### src/rtl/core/soc_pkg.sv
package soc_pkg;

    localparam int MAX_OBSTACLES = 64;
    localparam int COORD_BITS    = 12;
    localparam int CFG_W         = 7;
    localparam int SLOT_W        = 6;
    localparam int ADDR_W        = $clog2(MAX_OBSTACLES);
    localparam int K_W           = $clog2(MAX_OBSTACLES + 1);
    localparam int DIFF_W        = COORD_BITS + 1;
    localparam int PROD_W        = 2 * DIFF_W;

    // one segment, also one table entry
    typedef struct packed {
        logic signed [COORD_BITS-1:0] ax;
        logic signed [COORD_BITS-1:0] ay;
        logic signed [COORD_BITS-1:0] bx;
        logic signed [COORD_BITS-1:0] by;
    } t_seg;

    typedef enum logic [1:0] {
        OR_COL = 2'd0,
        OR_CW  = 2'd1,
        OR_CCW = 2'd2
    } t_orient;

    // orientation request: sign of turn p -> q -> r, plus r inside box of p and q
    typedef struct packed {
        logic                         valid;
        logic [1:0]                   tag;
        logic signed [COORD_BITS-1:0] px;
        logic signed [COORD_BITS-1:0] py;
        logic signed [COORD_BITS-1:0] qx;
        logic signed [COORD_BITS-1:0] qy;
        logic signed [COORD_BITS-1:0] rx;
        logic signed [COORD_BITS-1:0] ry;
    } t_orient_req;

    typedef struct packed {
        logic       valid;
        logic [1:0] tag;
        t_orient    code;
        logic       on_seg;
    } t_orient_rsp;

endpackage

### src/rtl/core/soc_table.sv
module soc_table (
    input  logic                         i_clk,
    input  logic                         i_we,
    input  logic [soc_pkg::ADDR_W-1:0]   i_waddr,
    input  soc_pkg::t_seg                i_wdata,
    input  logic                         i_re,
    input  logic [soc_pkg::ADDR_W-1:0]   i_raddr,
    output soc_pkg::t_seg                o_rdata
);

    soc_pkg::t_seg r_mem [soc_pkg::MAX_OBSTACLES];
    soc_pkg::t_seg r_rdata;

    always_ff @(posedge i_clk) begin
        if (i_we) begin
            r_mem[i_waddr] <= i_wdata;
        end
    end

    always_ff @(posedge i_clk) begin
        if (i_re) begin
            r_rdata <= r_mem[i_raddr];
        end
    end

    assign o_rdata = r_rdata;

endmodule

### src/rtl/core/soc_orient.sv
module soc_orient (
    input  logic                 i_clk,
    input  logic                 i_rst_n,
    input  soc_pkg::t_orient_req i_req,
    output soc_pkg::t_orient_rsp o_rsp
);

    localparam int DW = soc_pkg::DIFF_W;
    localparam int PW = soc_pkg::PROD_W;
    localparam int CB = soc_pkg::COORD_BITS;

    logic signed [DW-1:0] d1, d2, d3, d4;
    logic signed [PW-1:0] m1, m2;
    logic                 in_x, in_y;

    logic signed [PW-1:0] r_m1, r_m2;
    logic                 r_inbox;
    logic [1:0]           r_tag;
    logic                 r_vld1;

    logic [PW:0]          v;
    soc_pkg::t_orient     code;

    logic                 r_vld2;
    logic [1:0]           r_tag2;
    soc_pkg::t_orient     r_code2;
    logic                 r_on2;

    // stage 1: differences and the two products
    assign d1 = {i_req.qy[CB-1], i_req.qy} - {i_req.py[CB-1], i_req.py};
    assign d2 = {i_req.rx[CB-1], i_req.rx} - {i_req.qx[CB-1], i_req.qx};
    assign d3 = {i_req.qx[CB-1], i_req.qx} - {i_req.px[CB-1], i_req.px};
    assign d4 = {i_req.ry[CB-1], i_req.ry} - {i_req.qy[CB-1], i_req.qy};
    assign m1 = d1 * d2;
    assign m2 = d3 * d4;

    assign in_x = ($signed(i_req.px) <= $signed(i_req.rx) &&
                   $signed(i_req.rx) <= $signed(i_req.qx)) ||
                  ($signed(i_req.qx) <= $signed(i_req.rx) &&
                   $signed(i_req.rx) <= $signed(i_req.px));
    assign in_y = ($signed(i_req.py) <= $signed(i_req.ry) &&
                   $signed(i_req.ry) <= $signed(i_req.qy)) ||
                  ($signed(i_req.qy) <= $signed(i_req.ry) &&
                   $signed(i_req.ry) <= $signed(i_req.py));

    always_ff @(posedge i_clk) begin
        if (!i_rst_n) begin
            r_vld1 <= 1'b0;
        end else begin
            r_vld1 <= i_req.valid;
        end
    end

    always_ff @(posedge i_clk) begin
        r_m1    <= m1;
        r_m2    <= m2;
        r_inbox <= in_x && in_y;
        r_tag   <= i_req.tag;
    end

    // stage 2: subtract and take the sign
    assign v = {r_m1[PW-1], r_m1} - {r_m2[PW-1], r_m2};

    always_comb begin
        if (v == '0) begin
            code = soc_pkg::OR_COL;
        end else if (v[PW]) begin
            code = soc_pkg::OR_CCW;
        end else begin
            code = soc_pkg::OR_CW;
        end
    end

    always_ff @(posedge i_clk) begin
        if (!i_rst_n) begin
            r_vld2 <= 1'b0;
        end else begin
            r_vld2 <= r_vld1;
        end
    end

    always_ff @(posedge i_clk) begin
        r_tag2  <= r_tag;
        r_code2 <= code;
        r_on2   <= r_inbox && (v == '0);
    end

    assign o_rsp = '{valid: r_vld2, tag: r_tag2, code: r_code2, on_seg: r_on2};

    a_rsp_follows_req: assert property (@(posedge i_clk) disable iff (!i_rst_n)
        o_rsp.valid |-> $past(i_req.valid, 2))
        else $error("orientation result without a request two cycles before");

endmodule

### src/rtl/core/segment_obstacle_collision_check.sv
// load word: written into the wall table in the cycle it is accepted, ready again next cycle
// query word: walls 0 .. n-1 are checked in order until the first hit, n = min(obstacle_count, 64)
// (no walls: answered free straight from idle); each wall uses the one shared orientation unit
// (four orientation tests issued back to back, then the drain of its pipeline)
// the next word is taken only after a query's flag has gone to the result register, once that is free
// synchronous active-low reset clears the sequencer, the count and o_out_valid, not the table
module segment_obstacle_collision_check (
    input  logic                                 i_clk,
    input  logic                                 i_rst_n,
    input  logic                                 i_cfg_we,
    input  logic [soc_pkg::CFG_W-1:0]            i_cfg_wdata,
    input  logic                                 i_in_valid,
    output logic                                 o_in_ready,
    input  logic                                 i_mode,
    input  logic [soc_pkg::SLOT_W-1:0]           i_slot,
    input  logic signed [soc_pkg::COORD_BITS-1:0] i_start_x,
    input  logic signed [soc_pkg::COORD_BITS-1:0] i_start_y,
    input  logic signed [soc_pkg::COORD_BITS-1:0] i_end_x,
    input  logic signed [soc_pkg::COORD_BITS-1:0] i_end_y,
    output logic                                 o_out_valid,
    input  logic                                 i_out_ready,
    output logic                                 o_path_free
);

    localparam int AW = soc_pkg::ADDR_W;
    localparam int KW = soc_pkg::K_W;

    // sequencer states
    typedef enum logic [4:0] {
        S_IDLE = 5'b00001,
        S_READ = 5'b00010,   // fetch wall 0
        S_OP   = 5'b00100,   // issue the four orientation tests
        S_WAIT = 5'b01000,   // drain the unit, judge the wall on the last result
        S_DONE = 5'b10000    // hand the flag to the result register
    } t_state;

    t_state                 r_state;
    logic [soc_pkg::CFG_W-1:0] r_count;
    logic [KW-1:0]          r_k;
    logic [1:0]             r_op;
    soc_pkg::t_orient       r_code [3];     // o1..o3, o4 is taken straight off the unit
    logic                   r_on_any;
    logic                   r_result;
    soc_pkg::t_seg          r_q;            // query segment
    logic                   r_out_valid;
    logic                   r_path_free;

    logic                   in_acc;
    logic                   load_we;
    logic [KW-1:0]          n_sat;
    logic [KW-1:0]          kp1;
    logic                   last_rsp;
    logic                   hit;
    logic                   rd_en;
    logic [AW-1:0]          rd_addr;
    soc_pkg::t_seg          wr_seg;
    soc_pkg::t_seg          wall;
    soc_pkg::t_orient_req   req;
    soc_pkg::t_orient_rsp   rsp;

    assign o_in_ready = (r_state == S_IDLE);
    assign in_acc     = i_in_valid && o_in_ready;

    // slots past the table are dropped
    assign load_we = in_acc && !i_mode &&
                     (32'(i_slot) < 32'(soc_pkg::MAX_OBSTACLES));

    assign wr_seg.ax = i_start_x;
    assign wr_seg.ay = i_start_y;
    assign wr_seg.bx = i_end_x;
    assign wr_seg.by = i_end_y;

    // counts above the table depth check the whole table
    assign n_sat = (32'(r_count) > 32'(soc_pkg::MAX_OBSTACLES)) ?
                   KW'(soc_pkg::MAX_OBSTACLES) : KW'(r_count);
    assign kp1   = r_k + KW'(1);

    // next wall is fetched in the judging cycle so it is ready for the first test
    assign rd_en   = (r_state == S_READ) || (r_state == S_WAIT);
    assign rd_addr = (r_state == S_WAIT) ? kp1[AW-1:0] : r_k[AW-1:0];

    soc_table u_table (
        .i_clk   (i_clk),
        .i_we    (load_we),
        .i_waddr (AW'(i_slot)),
        .i_wdata (wr_seg),
        .i_re    (rd_en),
        .i_raddr (rd_addr),
        .o_rdata (wall)
    );

    // operand steering for the shared unit:
    // tests 0/1 turn the query towards wall ends a/b, tests 2/3 turn the wall
    // towards query ends start/end
    always_comb begin
        req.valid = (r_state == S_OP);
        req.tag   = r_op;
        if (r_op[1]) begin
            req.px = wall.ax;
            req.py = wall.ay;
            req.qx = wall.bx;
            req.qy = wall.by;
            req.rx = r_op[0] ? r_q.bx : r_q.ax;
            req.ry = r_op[0] ? r_q.by : r_q.ay;
        end else begin
            req.px = r_q.ax;
            req.py = r_q.ay;
            req.qx = r_q.bx;
            req.qy = r_q.by;
            req.rx = r_op[0] ? wall.bx : wall.ax;
            req.ry = r_op[0] ? wall.by : wall.ay;
        end
    end

    soc_orient u_orient (
        .i_clk   (i_clk),
        .i_rst_n (i_rst_n),
        .i_req   (req),
        .o_rsp   (rsp)
    );

    // general crossing, or any collinear touch
    assign last_rsp = rsp.valid && (rsp.tag == 2'd3);
    assign hit = ((r_code[0] != r_code[1]) && (r_code[2] != rsp.code)) ||
                 r_on_any || rsp.on_seg;

    always_ff @(posedge i_clk) begin
        if (!i_rst_n) begin
            r_count <= '0;
        end else if (i_cfg_we) begin
            r_count <= i_cfg_wdata;
        end
    end

    // collinear touches gathered over the first three tests of a wall
    always_ff @(posedge i_clk) begin
        if (!i_rst_n) begin
            r_on_any <= 1'b0;
        end else if ((r_state == S_READ) || last_rsp) begin
            r_on_any <= 1'b0;
        end else if (rsp.valid) begin
            r_on_any <= r_on_any || rsp.on_seg;
        end
    end

    always_ff @(posedge i_clk) begin
        if (!i_rst_n) begin
            r_state  <= S_IDLE;
            r_k      <= '0;
            r_op     <= '0;
            r_result <= 1'b1;
        end else begin
            unique case (r_state)
                S_IDLE: begin
                    if (in_acc && i_mode) begin
                        r_k <= '0;
                        if (n_sat == '0) begin
                            r_result <= 1'b1;
                            r_state  <= S_DONE;
                        end else begin
                            r_state <= S_READ;
                        end
                    end
                end
                S_READ: begin
                    r_op     <= '0;
                    r_state  <= S_OP;
                end
                S_OP: begin
                    r_op <= r_op + 2'd1;
                    if (r_op == 2'd3) begin
                        r_state <= S_WAIT;
                    end
                end
                S_WAIT: begin
                    if (last_rsp) begin
                        r_op     <= '0;
                        if (hit) begin
                            r_result <= 1'b0;
                            r_state  <= S_DONE;
                        end else if (kp1 == n_sat) begin
                            r_result <= 1'b1;
                            r_state  <= S_DONE;
                        end else begin
                            r_k     <= kp1;
                            r_state <= S_OP;
                        end
                    end
                end
                S_DONE: begin
                    if (!r_out_valid || i_out_ready) begin
                        r_state <= S_IDLE;
                    end
                end
                default: begin
                    r_state <= S_IDLE;
                end
            endcase
        end
    end

    always_ff @(posedge i_clk) begin
        if (rsp.valid && (rsp.tag != 2'd3)) begin
            r_code[rsp.tag] <= rsp.code;
        end
        if (in_acc && i_mode) begin
            r_q <= wr_seg;
        end
    end

    // result register
    always_ff @(posedge i_clk) begin
        if (!i_rst_n) begin
            r_out_valid <= 1'b0;
        end else if ((r_state == S_DONE) && (!r_out_valid || i_out_ready)) begin
            r_out_valid <= 1'b1;
        end else if (i_out_ready) begin
            r_out_valid <= 1'b0;
        end
    end

    always_ff @(posedge i_clk) begin
        if ((r_state == S_DONE) && (!r_out_valid || i_out_ready)) begin
            r_path_free <= r_result;
        end
    end

    assign o_out_valid = r_out_valid;
    assign o_path_free = r_path_free;

    a_empty_query_free: assert property (@(posedge i_clk) disable iff (!i_rst_n)
        (in_acc && i_mode && (n_sat == '0)) |=> (r_state == S_DONE) && r_result)
        else $error("query with no walls not answered free at once");

    a_load_stays_idle: assert property (@(posedge i_clk) disable iff (!i_rst_n)
        (in_acc && !i_mode) |=> (r_state == S_IDLE))
        else $error("load word left the idle state");

    a_wall_index_range: assert property (@(posedge i_clk) disable iff (!i_rst_n)
        ((r_state == S_OP) || (r_state == S_WAIT)) |-> (r_k < n_sat))
        else $error("wall index beyond checked count");

endmodule

### config.mk
export PLATFORM = sky130hd
export DESIGN_NAME = segment_obstacle_collision_check
export DESIGN_NICKNAME = d
export VERILOG_FILES = /design/src/rtl/core/soc_pkg.sv /design/src/rtl/core/soc_table.sv /design/src/rtl/core/soc_orient.sv /design/src/rtl/core/segment_obstacle_collision_check.sv
export SDC_FILE = /design/constraint.sdc
export NUM_CORES = 2
export LEC_CHECK = 0
export ABC_CLOCK_PERIOD_IN_PS = 11300
export BUFFER_PORTS_ARGS = -buffer_cell sky130_fd_sc_hd__buf_2
export CORE_MARGIN = 5
export CORE_UTILIZATION = 30
export CTS_CLUSTER_DIAMETER = 200
export DETAILED_ROUTE_END_ITERATION = 12
export GPL_TIMING_DRIVEN = 0
export PLACE_DENSITY = 0.53
export SKIP_LAST_GASP = 1
export SYNTH_ARGS = -nofsm -noshare
export SYNTH_HDL_FRONTEND = slang
export SYNTH_SLANG_ARGS = --single-unit
### constraint.sdc
create_clock -name i_clk -period 11.3 [get_ports i_clk]
set_clock_uncertainty 0.15 [all_clocks]
set_input_delay 2.26 -clock i_clk [delete_from_list [all_inputs] [get_ports i_clk]]
set_output_delay 2.26 -clock i_clk [all_outputs]
set_load 0.1 [all_outputs]
### Word level (Yosys, flattened, before mapping)

Memory sizes are Yosys's and may differ from the RTL's. A register that Yosys moved wholly into a read port is not among the register bits.
Cells that the tools add are included.

* register bits after elaboration: 135
* RAM bits: 3078
* output and inout port bits: 3
* logic and storage cells: 129
* memories: 2

Memory list
* u_table.r_mem: words 64, bits a word 48, read ports 1, clocked after Yosys merged registers in 1, wr ports 1, RTL line soc_table.sv:11 `soc_pkg::t_seg r_mem [soc_pkg::MAX_OBSTACLES];`
* r_code: words 3, bits a word 2, read ports 3, clocked after Yosys merged registers in 0, wr ports 1, RTL line segment_obstacle_collision_check.sv:41 `soc_pkg::t_orient r_code [3];`

* add/subtract/negate cells: 7
* $mul: 2
* $lt $le $gt $ge: 9
* equality and inequality tests: 19
* multiplexer cells: 35
* bitwise gates (word level): 1
* reduce and logical (&&, ||, !) cells: 33

Operators by type and width (number)
* $le A12 B12 Y1: 8
* $mux W72: 1
* $mul A13 B13 Y26: 2
* $sub A12 B12 Y13: 4
* $mux W12: 4
* $mux W5: 7
* $mux W7: 5
* $logic_not A27 Y1: 1
* $sub A26 B26 Y27: 1
* $pmux W5 S5: 1
* $pmux W7 S2: 1
* $logic_and A1 B1 Y1: 13
* $ne A2 B2 Y1 const B: 6
* $mux W1: 11
* $reduce_and A5 Y1: 2
* $logic_or A1 B1 Y1: 8
* $add A7 B1 Y7 const B: 1
* $eq A7 B7 Y1: 1
* $gt A7 B7 Y1 const B: 1
* $logic_not A7 Y1: 1
* $mux W6: 1
* $pmux W2 S3: 1
* $eq A5 B1 Y1 const B: 1
* $eq A5 B2 Y1 const B: 1
* 17 further kinds: 23

### Longest topological paths before layout

* depth after elaboration: 7
* depth in mapped cells: 38
* mapped depth without buffers: 34

### Cells and area by module

Synthesis repeated with hierarchy kept, for this count alone.

* cells, all modules: 7494
* area total of the unflattened synthesis: 140671.2 um^2

Modules (own cells, without submodules)
* soc_table: times used 1, cells an instance 4970, area each 117597.8 um^2
* soc_orient: times used 1, cells an instance 2180, area each 18619.1 um^2
* segment_obstacle_collision_check: times used 1, cells an instance 344, area each 4454.3 um^2

### Worst setup path after synthesis

No wires, ideal clock.

* path kind: register to register
* start: register r_op[1]
* end: register u_orient.r_m2[25]
* setup time: 0.072 ns
* arrival time: 9.327 ns
* required time: 11.078 ns
* path slack: 1.751 ns
* cell stages (with the launch flop): 37
* buffers on the path: 3
* clock period less this slack: 9.549 ns
* cell sequence: dfxtp_1 > buf_2 > buf_1 > buf_1 > mux2i_1 > inv_1 > ha_1 > inv_1 > fa_1 > a21o_1 > a21oi_1 > o21ai_0 > a21oi_1 > o21bai_1 > a21oi_1 > o211ai_1 > xnor2_1 > nor2_1 > fa_1 > inv_1 > fa_1 > inv_1 > fa_1 > fa_1 > fa_1 > inv_1 > fa_1 > inv_1 > ha_1 > or3_1 > o22a_1 > a41o_1 > o41ai_1 > o211ai_1 > a31o_2 > a21oi_1 > xnor2_1

* cells in the longest elaborated chain, start to end: 3

Ends and longest elaborated chain
* start: declaration: RTL line segment_obstacle_collision_check.sv:40 `logic [1:0] r_op;`
* start signal: assignment: RTL line segment_obstacle_collision_check.sv:170 `r_op <= r_op + 2'd1;`
* $mux W72 *: RTL line segment_obstacle_collision_check.sv:98 `if (r_op[1]) begin`
* $sub A12 B12 Y13, on equally long branches: RTL line soc_orient.sv:32, soc_orient.sv:33
* $mul A13 B13 Y26 *: RTL line soc_orient.sv:35 `assign m2 = d3 * d4;`
* named net u_orient.m2[25]: RTL line soc_orient.sv:13 `logic signed [PW-1:0] m1, m2;`
* end signal: assignment: RTL line soc_orient.sv:56 `r_m2 <= m2;`
* end: declaration: RTL line soc_orient.sv:16 `logic signed [PW-1:0] r_m1, r_m2;`

Mark *: on every way through the listed nets, which the timed path passes. The rest lies on a longest branch.
A chain may end at the register's enable or synchronous reset.

### Worst setup path after layout

Same ends and word-level chain as after synthesis.

==> metrics.txt <==
status=finished, final reports clean; Syn Nets=7550; CTS tree=yes; Rows=251; Hold EP=u_orient.r_tag2[0]; Final Worst Setup Slack=0.699 ns; Hold Path Depth=0; Setup-failing EPs final=0; number of max-cap violations=0; Worst R2R End=u_orient.r_m2[25]; H-tree Lvls=5; first-pass detailed-route iteration total=6; routed via count=70800; hold_sp=u_orient.r_tag[0]; Ports=70; r2r setup slk=0.70 ns; slew margin rel.=6.55%; Critical Path Slowest Stage Cell=fa_1; startpoint types=flip-flop; die area=482000 um^2; synth unique cells=78; vias in the first global route=72800; Area growth, synth to finish=16.0%; initial drt markers=7560; pre-CTS setup slack=-0.543 ns; final wirelength=406 mm; final hold viol count=0; Crit path arrival time=roughly 11 ns; Wirelength per Cell=29.1 um; Die Width=694 um; area of the multi-input gates=just over 40000 um^2; sequential element share of the synthesized area=69.1%; crit path kind=flip-flop to flip-flop; HPWL Detailed=288 mm; CP most frequent cell=fa_1; measured slew at the worst slew-check pin=1.40 ns; Layout Nets=8101; CP max stage delay=0.58 ns; Port Buf Inserts=65; f_max=94.3 MHz; Worst-Skew Late Latency=0.96 ns; DRT antenna net count=0; CTS Buf Count=337; worst-path fanout max=10; sequential cell area=between 90000 and 100000 um^2; Core Footprint=467000 um^2; drt drc=0; min cycle time layout=10.60 ns; asr flop ratio synth=0%; CP endpoint kind=flip-flop; worst path required time=11.93 ns; unrepaired setup endpoints after global routing=false; share of cells above drive strength 1=24.8%; cell area after synthesis=140000 um^2; root buffer cell=clkbuf_16; Clock Sinks=3261; design area=163000 um^2; worst hold path type=flip-flop to flip-flop; Warnings, synthesis=0; Avg Cell Area, Syn=between 20 and 25 um^2; Starting Density=30.1%; Post-synth top flop=edfxtp_1; vias per cell=~5; die height=694 um; r2r startpoint=r_op[1]; antenna violations before repair=39; first-pass GRT wire length=569 mm; Fillers=around 43000; global route total overflow=0; Overall Global Routing Usage=16.6%; Placed Area=152000 um^2; Hold WS=0.197 ns; Final Max Slew Viols=0; r2r worst-path depth=33; hold buffer count at cts=0; largest net degree at the start of global routing=66; post-route clock period utilization=93.8%; Syn Inst Count=6921; Clock Path Buffers=4; number of synthesized flops with an enable pin=3175; Final Wtd Congestion=0.856; CTS clock-pin slew for the worst setup and hold paths=0.06 ns; Yosys reg bits=3261
-- logic make-up after synthesis --
group	count (synthesis)	synth area share, %
buffers and inverters	749	2.11
AOI/OAI and AO/OA	314	1.48
adders and majority gates	563	6.78
DFF	3261	69.1
muxes	1107	17.0
and+or+nand+nor	805	2.75
xor gates and xnor gates	122	0.780
-- sequential cells by signal, summed over array words and instances (netlist names), 2 cells and up --
| signal | flops |
|---|---|
| r_code | 6 |
| r_count | 7 |
| r_k | 7 |
| r_op | 2 |
| r_q | 48 |
| r_state | 5 |
| u_orient.r_code2 | 2 |
| u_orient.r_m1 | 26 |
| u_orient.r_m2 | 26 |
| u_orient.r_tag | 2 |
| u_orient.r_tag2 | 2 |
| u_table.o_rdata | 48 |
| u_table.r_mem | 3072 |
-- Yosys cell counts (9+ instances only) --
library cell	instances	area, um^2
edfxtp_1	3175	95300
mux4_2	1024	23100
inv_1	454	1700
fa_1	330	6610
nor2_1	257	965
ha_1	232	2900
nand2_1	208	781
clkbuf_1	155	582
dfxtp_1	86	1720
buf_2	81	405
a21oi_1	78	390
xnor2_1	77	674
mux2i_1	71	711
nor2b_1	69	432
o21ai_0	63	315
nand2b_1	54	338
buf_1	49	184
xor2_1	43	377
nor3_1	41	205
nand3_1	38	190
a21o_1	31	233
and2_1	22	138
o21a_1	22	165
nand3b_1	18	135
or3_1	16	100
a21boi_0	15	113
and3_1	15	93.8
nand4_1	15	93.8
a211oi_1	14	105
or2_2	13	81.3
mux2_2	12	135
a31oi_1	10	62.6
nor3b_1	10	75.1
nor4_1	9	56.3
-- through the flow --
stage	setup TNS [ns]	std cells	utilization (%)
floorplan	0	6921	-
global route	0	13900	34.9
finish	0	13900	34.9
detailed placement	-1.13	13300	32.6
global placement	-0.850	13200	31.8
CTS	-0.0573	13900	34.9
-- per-layer routing --
layer / global-route usage (%) / wire length [um] / vias to the layer above
li1: - / - / 28900
met1: 22.5 / 168000 / 38700
met2: 27.7 / 199000 / 2651
met3: 2.67 / 26900 / 545
met4: 4.41 / 12000 / 6
met5: 0 / 34 / -
-- worst max path at each step --
| stage | to | start | depth (start not counted) | slack [ns] |
|---|---|---|---|---|
| CTS | u_orient.r_m1[25] | r_op[1] | 34 | -0.06 |
| global placement | u_orient.r_m1[25] | r_op[1] | 34 | -0.46 |
| global route | u_orient.r_m1[25] | r_op[1] | 34 | 0.07 |
| detailed placement | u_orient.r_m1[25] | r_op[1] | 34 | -0.54 |
| floorplan | u_orient.r_m2[25] | r_op[1] | 36 | 1.75 |
| finish | u_orient.r_m2[25] | r_op[1] | 33 | 0.70 |
-- repair_timing --
action | 4_1_cts | 5_1_grt
buffers inserted | 0 | 1
pin swaps | 0 | 2
endpoints found under the setup margin | 7 | 7
gates resized for setup | 6 | 14
-- cell usage in the layout (no fill, tap or decap), types with 38 or more instances in the layout --
master        n
nand2b_1     54
mux2i_1      70
ha_1        232
nor2_1      193
clkbuf_16   344
nand2_1     208
nor2b_1      69
edfxtp_1   3175
buf_12      117
fa_1        330
buf_1        44
dfxtp_1      86
mux4_2     1024
o21ai_0      63
clkinv_2     55
nand3_1      38
nor3_1       41
buf_2       149
clkbuf_1    205
inv_1       453
nor2_4       64
a21oi_1      77
xnor2_1      71
clkinv_1     73
xor2_1       41
-- worst max-delay path, delay by kind of cell (launching register included) --
family	cells	cell delay [ns]
AO/OA/AOI/OAI	14	3.53
XOR/XNOR	1	0.08
adder cells (fa/ha/maj)	9	3.93
buffers and inverters	6	1.63
flip-flops	1	0.36
multiplexers	1	0.44
AND/OR/NAND/NOR	2	0.32
-- cell type report --
type | count | area share (%)
Inverter | 455 | 1.05
Tap cell | 6198 | 4.76
Buffer | 293 | 0.785
Clock buffer | 411 | 5.44
Multi-Input combinational cell | 2911 | 25.2
Antenna cell | 11 | 0.0169
Sequential cell | 3261 | 59.6
Timing Repair Buffer | 213 | 2.11
Clock inverter | 189 | 1.10
Power is left out: the tool's default activity adds up to more than one toggle a clock period on the data nets, which glitch-free logic cannot reach.
